===== src/rtl/spims_pkg.sv =====
package spims_pkg;

   // Default word length of the shifter (eight bits).
   localparam int DATA_BITS_DEFAULT = 8;

   localparam int BYTE_W     = 8;
   localparam int CSR_IDX_W  = 3;
   localparam int CSR_DATA_W = 8;
   localparam int BIT_CNT_W  = 4;
   localparam int REQ_DATA_W = 16;
   localparam int RSP_DATA_W = 16;

   // Register indexes on the configuration port.
   typedef enum logic [CSR_IDX_W-1:0] {
      CSR_CLOCK_POLARITY  = 3'd0,
      CSR_CLOCK_PHASE     = 3'd1,
      CSR_LSB_FIRST       = 3'd2,
      CSR_BAUD_DIVIDER    = 3'd3,
      CSR_RECEIVER_ENABLE = 3'd4
   } csr_index_type;

   // Status flags as seen by software.
   typedef struct packed {
      logic overflow;
      logic transmit_complete;
      logic receive_complete;
   } status_type;

endpackage


===== src/rtl/spi_master_byte_shifter_unit.sv =====
// Channel  Direction  Payload
// req_     in         tdata: write_strobe[0], write_byte[8:1], read_strobe[9], miso[10]
// rsp_     out        tdata: sck[0], mosi[1], rx_byte[9:2], data_register_empty[10],
//                            receive_complete[11], transmit_complete[12], overflow[13]
// csr_     in         csr_index selects the register, csr_data carries the value
//
// Each request item is one system clock step of the SPI engine and produces exactly
// one response item in the cycle after it is accepted. An item may be accepted on
// every cycle; the only limit is the single output register, which must be free or
// emptying in the same cycle. Reset is synchronous and active high; it returns the
// engine to idle with SCK at the polarity setting and all status flags clear, and
// the receiver enabled. A stalled response simply holds the engine still, because
// the engine only advances when a request item is accepted.
module spi_master_byte_shifter_unit
   import spims_pkg::*;
#(
   parameter int DATA_BITS = DATA_BITS_DEFAULT
) (
   input  logic                  clock,
   input  logic                  reset,

   input  logic                  req_tvalid,
   output logic                  req_tready,
   // write_strobe[0], write_byte[8:1], read_strobe[9], miso[10], zero above
   input  logic [REQ_DATA_W-1:0] req_tdata,

   output logic                  rsp_tvalid,
   input  logic                  rsp_tready,
   // sck[0], mosi[1], rx_byte[9:2], data_register_empty[10], receive_complete[11],
   // transmit_complete[12], overflow[13], zero above
   output logic [RSP_DATA_W-1:0] rsp_tdata,

   input  logic                  csr_valid,
   output logic                  csr_ready,
   input  logic [CSR_IDX_W-1:0]  csr_index,
   input  logic [CSR_DATA_W-1:0] csr_data
);

   // Final bit count of a word, at the counter's width.
   localparam logic [BIT_CNT_W-1:0] LastCount = BIT_CNT_W'(DATA_BITS);

   // Configuration registers.
   logic                  clock_polarity_ff;
   logic                  clock_phase_ff;
   logic                  lsb_first_ff;
   logic [BYTE_W-1:0]     baud_divider_ff;
   logic                  receiver_enable_ff;

   // Engine state.
   logic [DATA_BITS-1:0]  holding_byte_ff, holding_byte_in;
   logic                  holding_full_ff, holding_full_in;
   logic [DATA_BITS-1:0]  shift_byte_ff,   shift_byte_in;
   logic [BIT_CNT_W-1:0]  bit_counter_ff,  bit_counter_in;
   logic [BYTE_W-1:0]     half_count_ff,   half_count_in;
   logic                  clock_level_ff,  clock_level_in;
   logic                  shifting_ff,     shifting_in;
   logic [BYTE_W-1:0]     received_byte_ff, received_byte_in;
   status_type            status_ff,       status_in;
   logic                  sample_latch_ff, sample_latch_in;

   // Output register.
   logic                  rsp_valid_ff, rsp_valid_in;
   logic [RSP_DATA_W-1:0] rsp_data_ff,  rsp_data_in;

   logic                  req_accept;
   logic                  write_strobe;
   logic [BYTE_W-1:0]     write_byte;
   logic                  read_strobe;
   logic                  miso;
   logic [BIT_CNT_W-1:0]  bit_count_next;
   logic                  sck;
   logic                  mosi;

   assign write_strobe = req_tdata[0];
   assign write_byte   = req_tdata[8:1];
   assign read_strobe  = req_tdata[9];
   assign miso         = req_tdata[10];

   // The output register is free when it is empty or being emptied this cycle.
   // Nothing is taken on either channel while reset is held.
   assign req_tready = !reset && (!rsp_valid_ff || rsp_tready);
   assign req_accept = req_tvalid && req_tready;
   assign csr_ready  = !reset;

   always_ff @(posedge clock) begin
      if (reset) begin
         clock_polarity_ff  <= 1'b0;
         clock_phase_ff     <= 1'b0;
         lsb_first_ff       <= 1'b0;
         baud_divider_ff    <= '0;
         receiver_enable_ff <= 1'b1;
      end else if (csr_valid) begin
         case (csr_index)
            CSR_CLOCK_POLARITY:  clock_polarity_ff  <= csr_data[0];
            CSR_CLOCK_PHASE:     clock_phase_ff     <= csr_data[0];
            CSR_LSB_FIRST:       lsb_first_ff       <= csr_data[0];
            CSR_BAUD_DIVIDER:    baud_divider_ff    <= csr_data;
            CSR_RECEIVER_ENABLE: receiver_enable_ff <= csr_data[0];
            default: ;
         endcase
      end
   end

   // One engine step. Order within the step: read, write, shift engine, then the
   // transfer from the holding register into an idle shifter.
   always_comb begin
      holding_byte_in  = holding_byte_ff;
      holding_full_in  = holding_full_ff;
      shift_byte_in    = shift_byte_ff;
      bit_counter_in   = bit_counter_ff;
      half_count_in    = half_count_ff;
      clock_level_in   = clock_level_ff;
      shifting_in      = shifting_ff;
      received_byte_in = received_byte_ff;
      status_in        = status_ff;
      sample_latch_in  = sample_latch_ff;
      bit_count_next   = bit_counter_ff + 1'b1;

      if (read_strobe) begin
         status_in.receive_complete = 1'b0;
      end

      // A write while the holding register is full is dropped silently.
      if (write_strobe && !holding_full_ff) begin
         holding_byte_in             = DATA_BITS'(write_byte);
         holding_full_in             = 1'b1;
         status_in.transmit_complete = 1'b0;
      end

      if (shifting_ff) begin
         if (half_count_ff < baud_divider_ff) begin
            half_count_in = half_count_ff + 1'b1;
         end else begin
            half_count_in = '0;
            if (!clock_level_ff) begin
               // Entering the second half of the bit: sample MISO.
               clock_level_in  = 1'b1;
               sample_latch_in = miso;
            end else begin
               clock_level_in = 1'b0;
               if (lsb_first_ff) begin
                  shift_byte_in = {sample_latch_ff, shift_byte_ff[DATA_BITS-1:1]};
               end else begin
                  shift_byte_in = {shift_byte_ff[DATA_BITS-2:0], sample_latch_ff};
               end
               bit_counter_in = bit_count_next;
               if (bit_count_next >= LastCount) begin
                  shifting_in = 1'b0;
                  // With the receiver on, an unread byte is kept and the new one
                  // is counted as an overflow instead.
                  if (receiver_enable_ff) begin
                     if (status_in.receive_complete) begin
                        status_in.overflow = 1'b1;
                     end else begin
                        received_byte_in           = shift_byte_in[BYTE_W-1:0];
                        status_in.receive_complete = 1'b1;
                     end
                  end
                  if (!holding_full_in) begin
                     status_in.transmit_complete = 1'b1;
                  end
               end
            end
         end
      end

      if (!shifting_in && holding_full_in) begin
         shift_byte_in   = holding_byte_in;
         holding_full_in = 1'b0;
         shifting_in     = 1'b1;
         bit_counter_in  = '0;
         half_count_in   = '0;
         clock_level_in  = 1'b0;
      end

      // Pins: SCK rests at the polarity level and MOSI low while idle.
      if (shifting_in) begin
         sck  = clock_polarity_ff ^ clock_phase_ff ^ clock_level_in;
         mosi = lsb_first_ff ? shift_byte_in[0] : shift_byte_in[DATA_BITS-1];
      end else begin
         sck  = clock_polarity_ff;
         mosi = 1'b0;
      end

      rsp_data_in = {2'b00, status_in.overflow, status_in.transmit_complete,
                     status_in.receive_complete, !holding_full_in, received_byte_in,
                     mosi, sck};
      rsp_valid_in = req_accept || (rsp_valid_ff && !rsp_tready);
   end

   always_ff @(posedge clock) begin
      if (reset) begin
         holding_full_ff  <= 1'b0;
         bit_counter_ff   <= '0;
         half_count_ff    <= '0;
         clock_level_ff   <= 1'b0;
         shifting_ff      <= 1'b0;
         received_byte_ff <= '0;
         status_ff        <= '0;
         sample_latch_ff  <= 1'b0;
         rsp_valid_ff     <= 1'b0;
      end else begin
         rsp_valid_ff <= rsp_valid_in;
         if (req_accept) begin
            holding_full_ff  <= holding_full_in;
            bit_counter_ff   <= bit_counter_in;
            half_count_ff    <= half_count_in;
            clock_level_ff   <= clock_level_in;
            shifting_ff      <= shifting_in;
            received_byte_ff <= received_byte_in;
            status_ff        <= status_in;
            sample_latch_ff  <= sample_latch_in;
         end
      end
   end

   // Data path registers carry no reset; they are loaded before they are shown.
   always_ff @(posedge clock) begin
      if (req_accept) begin
         holding_byte_ff <= holding_byte_in;
         shift_byte_ff   <= shift_byte_in;
         rsp_data_ff     <= rsp_data_in;
      end
   end

   assign rsp_tvalid = rsp_valid_ff;
   assign rsp_tdata  = rsp_data_ff;

endmodule

===== config.mk =====
export PLATFORM = sky130hd
export DESIGN_NAME = spi_master_byte_shifter_unit
export DESIGN_NICKNAME = d
export VERILOG_FILES = /design/src/rtl/spims_pkg.sv /design/src/rtl/spi_master_byte_shifter_unit.sv
export SDC_FILE = /design/constraint.sdc
export NUM_CORES = 1
export LEC_CHECK = 0
export BUFFER_PORTS_ARGS = -buffer_cell sky130_fd_sc_hd__buf_2
export CAP_MARGIN = 20
export CELL_PAD_IN_SITES_DETAIL_PLACEMENT = 1
export CELL_PAD_IN_SITES_GLOBAL_PLACEMENT = 2
export CORE_MARGIN = 2
export CORE_UTILIZATION = 39
export DETAILED_ROUTE_END_ITERATION = 8
export PLACE_DENSITY = 0.95
export REMOVE_ABC_BUFFERS = 1
export SLEW_MARGIN = 20
export SYNTH_ARGS = -nofsm -noshare
export SYNTH_HDL_FRONTEND = slang
export SYNTH_SLANG_ARGS = --single-unit

===== constraint.sdc =====
create_clock -name clock -period 4.5 [get_ports clock]
set_input_delay 0.675 -clock clock [delete_from_list [all_inputs] [get_ports clock]]
set_output_delay 0.675 -clock clock [all_outputs]
set_load 0.05 [all_outputs]

==> results of run 1 <==
==> cell usage after synthesis, drive strengths merged, types with 5 or more instances <==
library cell  count  area share (%)
a21o              8             1.7
a21oi            25             3.6
a31oi             6             1.1
and3             11             2.0
buf               8             1.4
clkbuf            9            0.97
dfxtp            40              23
edfxtp           30              26
ha               10             3.6
inv              14             1.5
mux2             26             8.4
mux2i            10             2.9
nand2            35             3.8
nand3            12             1.7
nor2             21             2.3
nor2b             9             1.6
nor3              5            0.72
nor4              5            0.90
o21ai            13             1.9
==> through the flow <==
step	power [mW]	std cells	hold slack (ps)	util [%]
floorplan	0.8100	327	425.9	-
global placement	0.8610	481	435.6	43.58
detailed placement	0.8675	481	453.7	43.58
CTS	1.441	497	465.1	46.14
global route	1.492	498	488.3	46.19
finish	1.434	498	457.6	46.19
==> per-layer routing <==
layer,track usage [%],share of wire (%),up-vias
li1,-,-,1339
met4,7.903,2.0,0
met5,0,0,-
met2,33.33,51,49
met1,23.58,44,1350
met3,3.475,3.0,16
==> kinds of logic (layout without fill, tap and decap cells) <==
family,after synthesis,in the layout,synth area share (%)
other,1,2,0.1075
and+or+nand+nor,114,114,16.28
DFF,70,70,48.78
xor gates and xnor gates,5,5,1.256
muxes,36,36,11.26
adders and majority gates,10,10,3.587
AOI/OAI and AO/OA,76,76,14.85
buffers and inverters,31,77,3.873
==> power breakdown <==
group          leakage, nW  internal, mW  switching (mW)
sequential           0.607         0.682          0.0127
clock                0.106         0.314           0.264
combinational        0.879        0.0509           0.110
total                 1.59          1.05           0.387
==> flip-flops by register name, indices dropped and copies added, names as in the netlist <==
signal and flops:
baud_divider_ff 8, bit_counter_ff 4, clock_level_ff 1, clock_phase_ff 1
clock_polarity_ff 1, half_count_ff 8, holding_byte_ff 8, holding_full_ff 1
lsb_first_ff 1, received_byte_ff 8, receiver_enable_ff 1, rsp_tdata 14
rsp_tvalid 1, sample_latch_ff 1, shift_byte_ff 8, shifting_ff 1
status_ff 3
==> cell usage in the layout, fill, tap and decap left out, types with 10 or more instances in the layout <==
cell type | netlist | layout
edfxtp_1 | 30 | 30
buf_2 | 3 | 43
mux2_2 | 26 | 26
ha_1 | 10 | 10
and3_1 | 11 | 11
inv_1 | 14 | 14
o21ai_0 | 12 | 12
nand3_1 | 12 | 12
mux2i_1 | 10 | 10
a21oi_1 | 25 | 25
dfxtp_1 | 40 | 40
nor2_1 | 21 | 21
nand2_1 | 34 | 34
==> worst max-delay path by stage <==
stage / startpoint / endpoint / slack [ps] / cells after the start
after floorplan: rsp_tready / bit_counter_ff[2] / 860 / 8
after CTS: half_count_ff[3] / shift_byte_ff[2] / 1330 / 7
after global placement: reset / half_count_ff[7] / 1290 / 9
after detailed placement: reset / half_count_ff[7] / 1130 / 9
final: baud_divider_ff[2] / rsp_tdata[0] / 1480 / 11
after global routing: rsp_tvalid / half_count_ff[7] / 1210 / 9
==> area by class of cell <==
class	count	share of cell area (%)
Timing Repair Buffer	47	6.055
Clock buffer	9	3.090
Clock inverter	7	2.434
Sequential cell	70	42.45
Inverter	14	1.311
Tap cell	108	3.371
Multi-Input combinational cell	243	41.29
==> critical path, delay by kind of cell (launching register included) <==
kind / cells / cell delay (ps)
DFF: 1 / 330
xor gates and xnor gates: 1 / 150
and+or+nand+nor: 3 / 760
AOI/OAI and AO/OA: 4 / 890
buffers and inverters: 1 / 40
adders and majority gates: 2 / 600
==> flow_summary.toml, run 1 <==
[critical_path]
endpoint_kind = "flip-flop"
slowest_stage = "a221o_1"
cp_max_fo = 9
timing.rr.start = "baud_divider_ff[2]"
criticalPathCategory = "flip-flop to flip-flop"
slowest_delay_ps = 520
crit_chain = "inv_1 > ha_1 > or3_1 > o211ai_1 > a221o_1 > nand2_1 > ha_1 > or3_1 > a31oi_1 > a211oi_1 > xnor2_1"
worstPathArrival_ps = 3130
reg2reg_to = "rsp_tdata[0]"
reg2reg_slack_ps = 1480
cp.required_ps = 4600
r2r_cells = 11
start_kind = "flip-flop"

[drt]
final_antenna_net_count = 0
viasPerCell = 5.530
vias = 2754
route.detailed.drc = 0
firstDrtPassIters = 4
drt_wl_total_mm = 8.596
post_drt_wl_per_cell_um = 17.26
drt_iter0_drc = 117

[floorplanning]
initial_core_util_pct = 40.20
rows = 34
dieArea_um2 = 9717
ioPinCount = 51
die_h_um = 98.58
core_um2 = 8678
die_x_um = 98.58

[global_routing]
grt_pass1_vias = 2946
grt_remaining_overflow = 0
track_usage_pct = 19.22
antenna_found_initial = 0
grt_pass1_wl_mm = 14.77
grt_start_max_net_pins = 37

[clock_network]
clk_path_buf_depth = 2
hold_buffers = 0
cts-htree-levels = 3
cts_tree = "built"
cts_root_buffer = "clkbuf_8"
cts_buffers = 9
insertion_delay_ps = 360
clk_pin_slew_ps = 80
cts_sinks = 70
cts_resized = 0
cts_setup_buffers = 0

[timing]
setup_viol = 0
finalClockSkew_ps = 9.668
maxSlewViolCount = 0
fin_crit_ps = 3023
rsz0062_at_grt = "no"
hold_viol = 0
final.period_utilization_pct = 67.17
slew_headroom_pct = 47.47
worst_slack_ps = 1477
worst_pin_slew_ps = 784.3
fmax_mhz = 330.8
setup_tns_ps = 0

[cells_and_area]
fill_cells = 995
multi_input_area_um2 = 1655
fin_area_um2 = 4009
layout-drive-gt1-share_pct = 25.13
nets = 427
regArea_um2 = 1702
diodes = 0
synthToLayoutAreaGrowth_pct = 14.92

[logic_synthesis]
async_flop_share_pct = 0
syn-instance-count = 343
synth-edff-count = 30
seq_area_frac_synth_pct = 48.78
syn_area_per_cell_um2 = 10.17
syn_area_um2 = 3488
synth_cell_types = 48
synth_seq_cells = 70
synth_flop_cell = "dfxtp_1"
yosys_warnings = 0

[placement]
place_ws_ps = 1126
dpl_cell_area_um2 = 3782
dpl.hpwl_mm = 6.183
port_buffers = 43
place_congestion = 0.7830

[power_and_ir_drop]
p_per_area_nw_per_um2 = 357.6
ir_drop_mv = 0.1419
p_leak_nw = 1.592

[run_status]
status = "completed"

[min_path]
min_path_cells = 2
worst_hold_path.endpoint = "baud_divider_ff[4]"
holdCritStartpoint = "baud_divider_ff[4]"
hp-class = "flip-flop to flip-flop"

[flow_run]
drv_cap = 0
Power figures use the tool's default switching activity.
==> inputs of run 2 (changes only) <==
--- a/config.mk
+++ b/config.mk
@@ -5,14 +5,15 @@
 export SDC_FILE = /design/constraint.sdc
 export NUM_CORES = 1
 export LEC_CHECK = 0
+export ABC_AREA = 1
 export BUFFER_PORTS_ARGS = -buffer_cell sky130_fd_sc_hd__buf_2
 export CAP_MARGIN = 20
 export CELL_PAD_IN_SITES_DETAIL_PLACEMENT = 1
 export CELL_PAD_IN_SITES_GLOBAL_PLACEMENT = 2
 export CORE_MARGIN = 2
-export CORE_UTILIZATION = 39
+export CORE_UTILIZATION = 30
 export DETAILED_ROUTE_END_ITERATION = 8
-export PLACE_DENSITY = 0.95
+export PLACE_DENSITY = 0.86
 export REMOVE_ABC_BUFFERS = 1
 export SLEW_MARGIN = 20
 export SYNTH_ARGS = -nofsm -noshare
==> constraint.sdc (replaced) <==
create_clock -name clock -period 2.5 [get_ports clock]
set_input_delay 0.375 -clock clock [delete_from_list [all_inputs] [get_ports clock]]
set_output_delay 0.375 -clock clock [all_outputs]
set_load 0.05 [all_outputs]
==> flow_summary.toml, run 2 <==
[run_status]
status = "completed"

[logic_synthesis]
syn_area_per_cell_um2 = 8.354
yosys.area.top_type = "edfxtp_1"
synthMuxAreaShare_pct = 4.006
synth_seq_cells = 70
synth-edff-count = 30
synth-simple-area-share_pct = 25.01
yosysTopAreaCellShare_pct = 25.98
synth.most_common_cell = "nand2_1"
synth_flop_cell = "dfxtp_1"
synth_top_family_by_area = "simple AND/OR/NAND/NOR gates"
synth_fa_ha_area_share_pct = 3.609
synth_cell_types = 35
syn_area_um2 = 3467
syn-instance-count = 415
seq_area_frac_synth_pct = 49.08
ys_top_cells_by_count = "nand2_1 (106), inv_1 (50), nand3_1 (43)"
synth_xor_area_share_pct = 1.516
synth_compound_area_share_pct = 8.372
yosys_warnings = 0
async_flop_share_pct = 0
synthTopCellsByArea = "edfxtp_1 (26%), dfxtp_1 (23%), nand2_1 (11%), nand3_1 (6.2%), inv_1 (5.4%)"

[cells_and_area]
final_cell_mix = "nand2_1 (106), inv_1 (50), nand3_1 (43), buf_2 (43), dfxtp_1 (40)"
diodes = 0
final_util_pct = 36.33
largest_reg_flops = 14
layout-drive-gt1-share_pct = 17.99
layout_commonest_cell = "nand2_1"
fin_area_um2 = 4130
synthToLayoutAreaGrowth_pct = 19.13
nets = 504

[clock_network]
hold_buffers = 0
cts_sinks = 70
clk_path_buf_depth = 2
cts_setup_buffers = 0
insertion_delay_ps = 330
cts_root_buffer = "clkbuf_16"
cts_tree = "built"
clk_pin_slew_ps = 60
cts-htree-levels = 3
cts_buffers = 9
cts_resized = 0

[global_routing]
grt_remaining_overflow = 0
antenna_found_initial = 0
grt_pass1_vias = 2920
grt_pass1_wl_mm = 13.88
grt_start_max_net_pins = 27
track_usage_pct = 13.78

[timing]
slew_headroom_pct = 63.41
hold_viol = 0
fmax_mhz = 443.2
final.period_utilization_pct = 90.26
worst_pin_slew_ps = 548.1
setup_viol = 0
fin_crit_ps = 2256
rsz0062_at_grt = "no"
maxSlewViolCount = 0
finalClockSkew_ps = 5.519

[critical_path]
reg2reg_slack_ps = 240
cp-startpoint = "baud_divider_ff[5]"
endpoint_kind = "flip-flop"
r2r_cells = 13
timing.rr.start = "baud_divider_ff[5]"
criticalPathCategory = "flip-flop to flip-flop"
cp.required_ps = 2580
start_kind = "flip-flop"
cp_max_fo = 7
reg2reg_to = "rsp_tdata[0]"
worstPathArrival_ps = 2340

[power_and_ir_drop]
ir_drop_mv = 0.3528
p_per_area_nw_per_um2 = 708.2
p_leak_nw = 1.854

[drt]
route.detailed.drc = 0
drt_wl_total_mm = 8.130
post_drt_wl_per_cell_um = 13.33
final_antenna_net_count = 0
vias = 2856
viasPerCell = 4.682
firstDrtPassIters = 4
drt_iter0_drc = 73

[min_path]
holdCritStartpoint = "req_tvalid"
min_path_cells = 3
hp-class = "primary input to flip-flop"
worst_hold_path.endpoint = "rsp_tvalid"

[placement]
dpl.hpwl_mm = 5.980
port_buffers = 43
dpl_cell_area_um2 = 3825
place_congestion = 0.7735

[flow_run]
drv_cap = 0

[floorplanning]
ioPinCount = 51
die_h_um = 111.5
core_um2 = 11370
die_x_um = 111.5
initial_core_util_pct = 30.49
dieArea_um2 = 12430
rows = 39
## run 2: logic make-up (layout without fill, tap and decap cells)
group	count (synthesis)	count (layout)
fa+ha+maj	10	10
xor+xnor	6	6
compound gates	53	53
other cells	1	2
simple gates	193	193
flops	70	70
buf+inv	69	120
mux	13	13
## run 2: how the worst max path moves through the flow
stage	end	slack (ps)	cells after the start
after floorplan	sample_latch_ff	-280	6
after global placement	rsp_tdata[0]	330	13
after detailed placement	rsp_tdata[0]	260	13
after CTS	rsp_tdata[0]	230	13
after global routing	rsp_tdata[0]	80	13
final	rsp_tdata[0]	240	13
## run 2: critical path: stages (launching register included)
cell,delay (ps)
dfxtp_1,300
inv_1,50
ha_1,300
a21oi_1,160
nor2_1,80
nor3_4,140
nand2_4,120
ha_1,280
o21ai_0,250
nand2_1,110
nand2_1,70
nand2_1,40
nand2_1,50
nand2_1,50
## run 2: where the power goes
group | switching, mW | internal (mW)
clock network | 0.462 | 0.861
registers | 0.0258 | 1.25
logic | 0.229 | 0.0998
total | 0.716 | 2.21
## run 2: layout make-up
class,count,area [µm²]
Fill cell,1388,7239
Sequential cell,70,1702
Multi-Input combinational cell,277,1481
Timing Repair Buffer,48,252.7
Clock buffer,10,229.0
Inverter,56,210.2
Tap cell,143,178.9
Clock inverter,6,76.32
## run 2: per-stage QoR
stage	setup TNS (ps)	power, mW	hold WS [ps]	std cells	setup slack (ps)
floorplan	-6842	1.524	425.6	403	-277.1
global placement	0	1.617	433.5	594	326.1
detailed placement	0	1.632	436.2	594	261.9
CTS	0	2.966	267.2	610	234.5
global route	0	3.060	308.9	610	76.28
finish	0	2.925	274.0	610	243.6
## run 2: layer usage
metal / track usage [%] / share of wire [%] / up-vias
li1: - / - / 1448
met1: 17.68 / 48 / 1356
met2: 22.76 / 47 / 39
met3: 2.831 / 2.8 / 13
met4: 5.679 / 2.0 / 0
met5: 0 / 0 / -
==> inputs of run 3 (changes only) <==
--- a/config.mk
+++ b/config.mk
@@ -11,9 +11,9 @@
 export CELL_PAD_IN_SITES_DETAIL_PLACEMENT = 1
 export CELL_PAD_IN_SITES_GLOBAL_PLACEMENT = 2
 export CORE_MARGIN = 2
-export CORE_UTILIZATION = 30
+export CORE_UTILIZATION = 36
 export DETAILED_ROUTE_END_ITERATION = 8
-export PLACE_DENSITY = 0.86
+export PLACE_DENSITY = 0.95
 export REMOVE_ABC_BUFFERS = 1
 export SLEW_MARGIN = 20
 export SYNTH_ARGS = -nofsm -noshare
==> constraint.sdc (replaced) <==
create_clock -name clock -period 2.85 [get_ports clock]
set_input_delay 0.4275 -clock clock [delete_from_list [all_inputs] [get_ports clock]]
set_output_delay 0.4275 -clock clock [all_outputs]
set_load 0.05 [all_outputs]
==> flow_summary.toml, run 3 (synthesized netlist as in run 2, its figures left out) <==
[clock_network]
cts-htree-levels = 3
cts_resized = 0
clk_pin_slew_ps = 80
cts_root_buffer = "clkbuf_8"
cts_setup_buffers = 0
cts_tree = "built"
hold_buffers = 0
cts_sinks = 70
insertion_delay_ps = 350
cts_buffers = 9
clk_path_buf_depth = 2

[floorplanning]
die_x_um = 102.1
core_um2 = 9284
initial_core_util_pct = 37.35
ioPinCount = 51
die_h_um = 102.1
dieArea_um2 = 10430
rows = 35

[timing]
hold_viol = 0
fmax_mhz = 445.7
worst_pin_slew_ps = 566.4
worst_slack_ps = 606.3
setup_viol = 0
rsz0062_at_grt = "no"
final.period_utilization_pct = 78.73
slew_headroom_pct = 62.13
setup_tns_ps = 0
fin_hold_ws_ps = 316.9
maxSlewViolCount = 0
finalClockSkew_ps = 13.49
fin_crit_ps = 2244

[cells_and_area]
synthToLayoutAreaGrowth_pct = 15.08
largest_reg_flops = 14
layout-drive-gt1-share_pct = 18.45
layout.cells.non_filler = 595
fin_area_um2 = 3990
final_cell_mix = "nand2_1 (106), inv_1 (50), nand3_1 (43), buf_2 (43), dfxtp_1 (40)"
final_util_pct = 42.98
diodes = 0
nets = 503
layout_commonest_cell = "nand2_1"

[drt]
route.detailed.drc = 0
drt_iter0_drc = 58
final_antenna_net_count = 0
viasPerCell = 4.805
firstDrtPassIters = 4
post_drt_wl_per_cell_um = 13.21
vias = 2859
drt_wl_total_mm = 7.862

[global_routing]
track_usage_pct = 17.01
grt_pass1_wl_mm = 13.75
grt_start_max_net_pins = 39
antenna_found_initial = 0
grt_pass1_vias = 2900
grt_remaining_overflow = 0

[critical_path]
crit_family = "simple AND/OR/NAND/NOR gates"
slowest_stage = "dfxtp_1"
slowest_delay_ps = 320
criticalPathCategory = "flip-flop to flip-flop"
cp.required_ps = 2950
worstPathArrival_ps = 2340
worst-path-buf-inv = 1
start_kind = "flip-flop"
cp_max_fo = 7
endpoint_kind = "flip-flop"
crit_top_cell = "nand2_1"
crit_chain = "inv_1 > ha_1 > a21oi_1 > nor2_1 > nor3_4 > nand2_4 > ha_1 > o21ai_0 > nand2_1 > nand2_1 > nand2_1 > nand2_1 > nand2_1"

[power_and_ir_drop]
p_leak_nw = 1.789
p_sw_share_pct = 27.65
comb_power_share_pct = 13.2
p_per_area_nw_per_um2 = 547.7
p_seq_share_pct = 51.1
ir_drop_mv = 0.2668
internal_power_mw = 1.581
clkPwrFrac_pct = 35.7
finalPower_mw = 2.185
switchingPower_mw = 0.6041

[run_status]
status = "completed"

[placement]
dp_cells = 579
port_buffers = 43
place_ws_ps = 616.8
dpl_cell_area_um2 = 3800
dpl.hpwl_mm = 5.815
place_congestion = 0.8217

[flow_run]
drv_cap = 0

[min_path]
hp-class = "primary input to flip-flop"
==> run 3: cell count changes in the layout (fill, tap and decap cells not counted) <==
cell and delta:
buf_4 -1, bufinv_16 -1, clkbuf_16 -9, clkbuf_8 +9, clkinv_1 -3, clkinv_2 +1
clkinvlp_4 +3
==> run 3: layout make-up <==
type,count,area [µm²]
multi-input combinational,277,1481
fill,1151,5294
sequential,70,1702
inverter,56,210.2
timing repair buffer,47,245.2
tap,129,161.4
clock inverter,6,62.56
clock buffer,10,127.6
==> run 3: path summary, 6_finish.rpt <==
path	start	end	slack, ps	cells past startpoint
worst max-delay path	baud_divider_ff[5]	rsp_tdata[0]	610	13
worst min-delay path	req_tvalid	rsp_tvalid	320	3
worst max register to register	baud_divider_ff[5]	rsp_tdata[0]	610	13
worst min register to register	baud_divider_ff[0]	baud_divider_ff[0]	450	2
==> run 3: tightest hold or removal path: cells and delay by family <==
family                 cells  cell delay [ps]
buffers and inverters      1               90
AND/OR/NAND/NOR            1               70
AO/OA/AOI/OAI              1               40
==> run 3: power groups by stage <==
stage	registers [mW]	logic, mW	clock network (mW)
after detailed placement	1.14	0.290	0
after global placement	1.14	0.279	0
after global routing	1.12	0.325	0.858
after floorplan	1.17	0.167	0
final	1.12	0.288	0.781
after CTS	1.12	0.291	0.805
==> run 3: routing by layer <==
layer | track usage (%) | up-vias | wire length, µm
met3 | 4.036 | 14 | 217
met1 | 21.97 | 1350 | 3789
met5 | 0 | - | 0
li1 | - | 1447 | -
met4 | 6.872 | 0 | 146
met2 | 27.58 | 48 | 3709
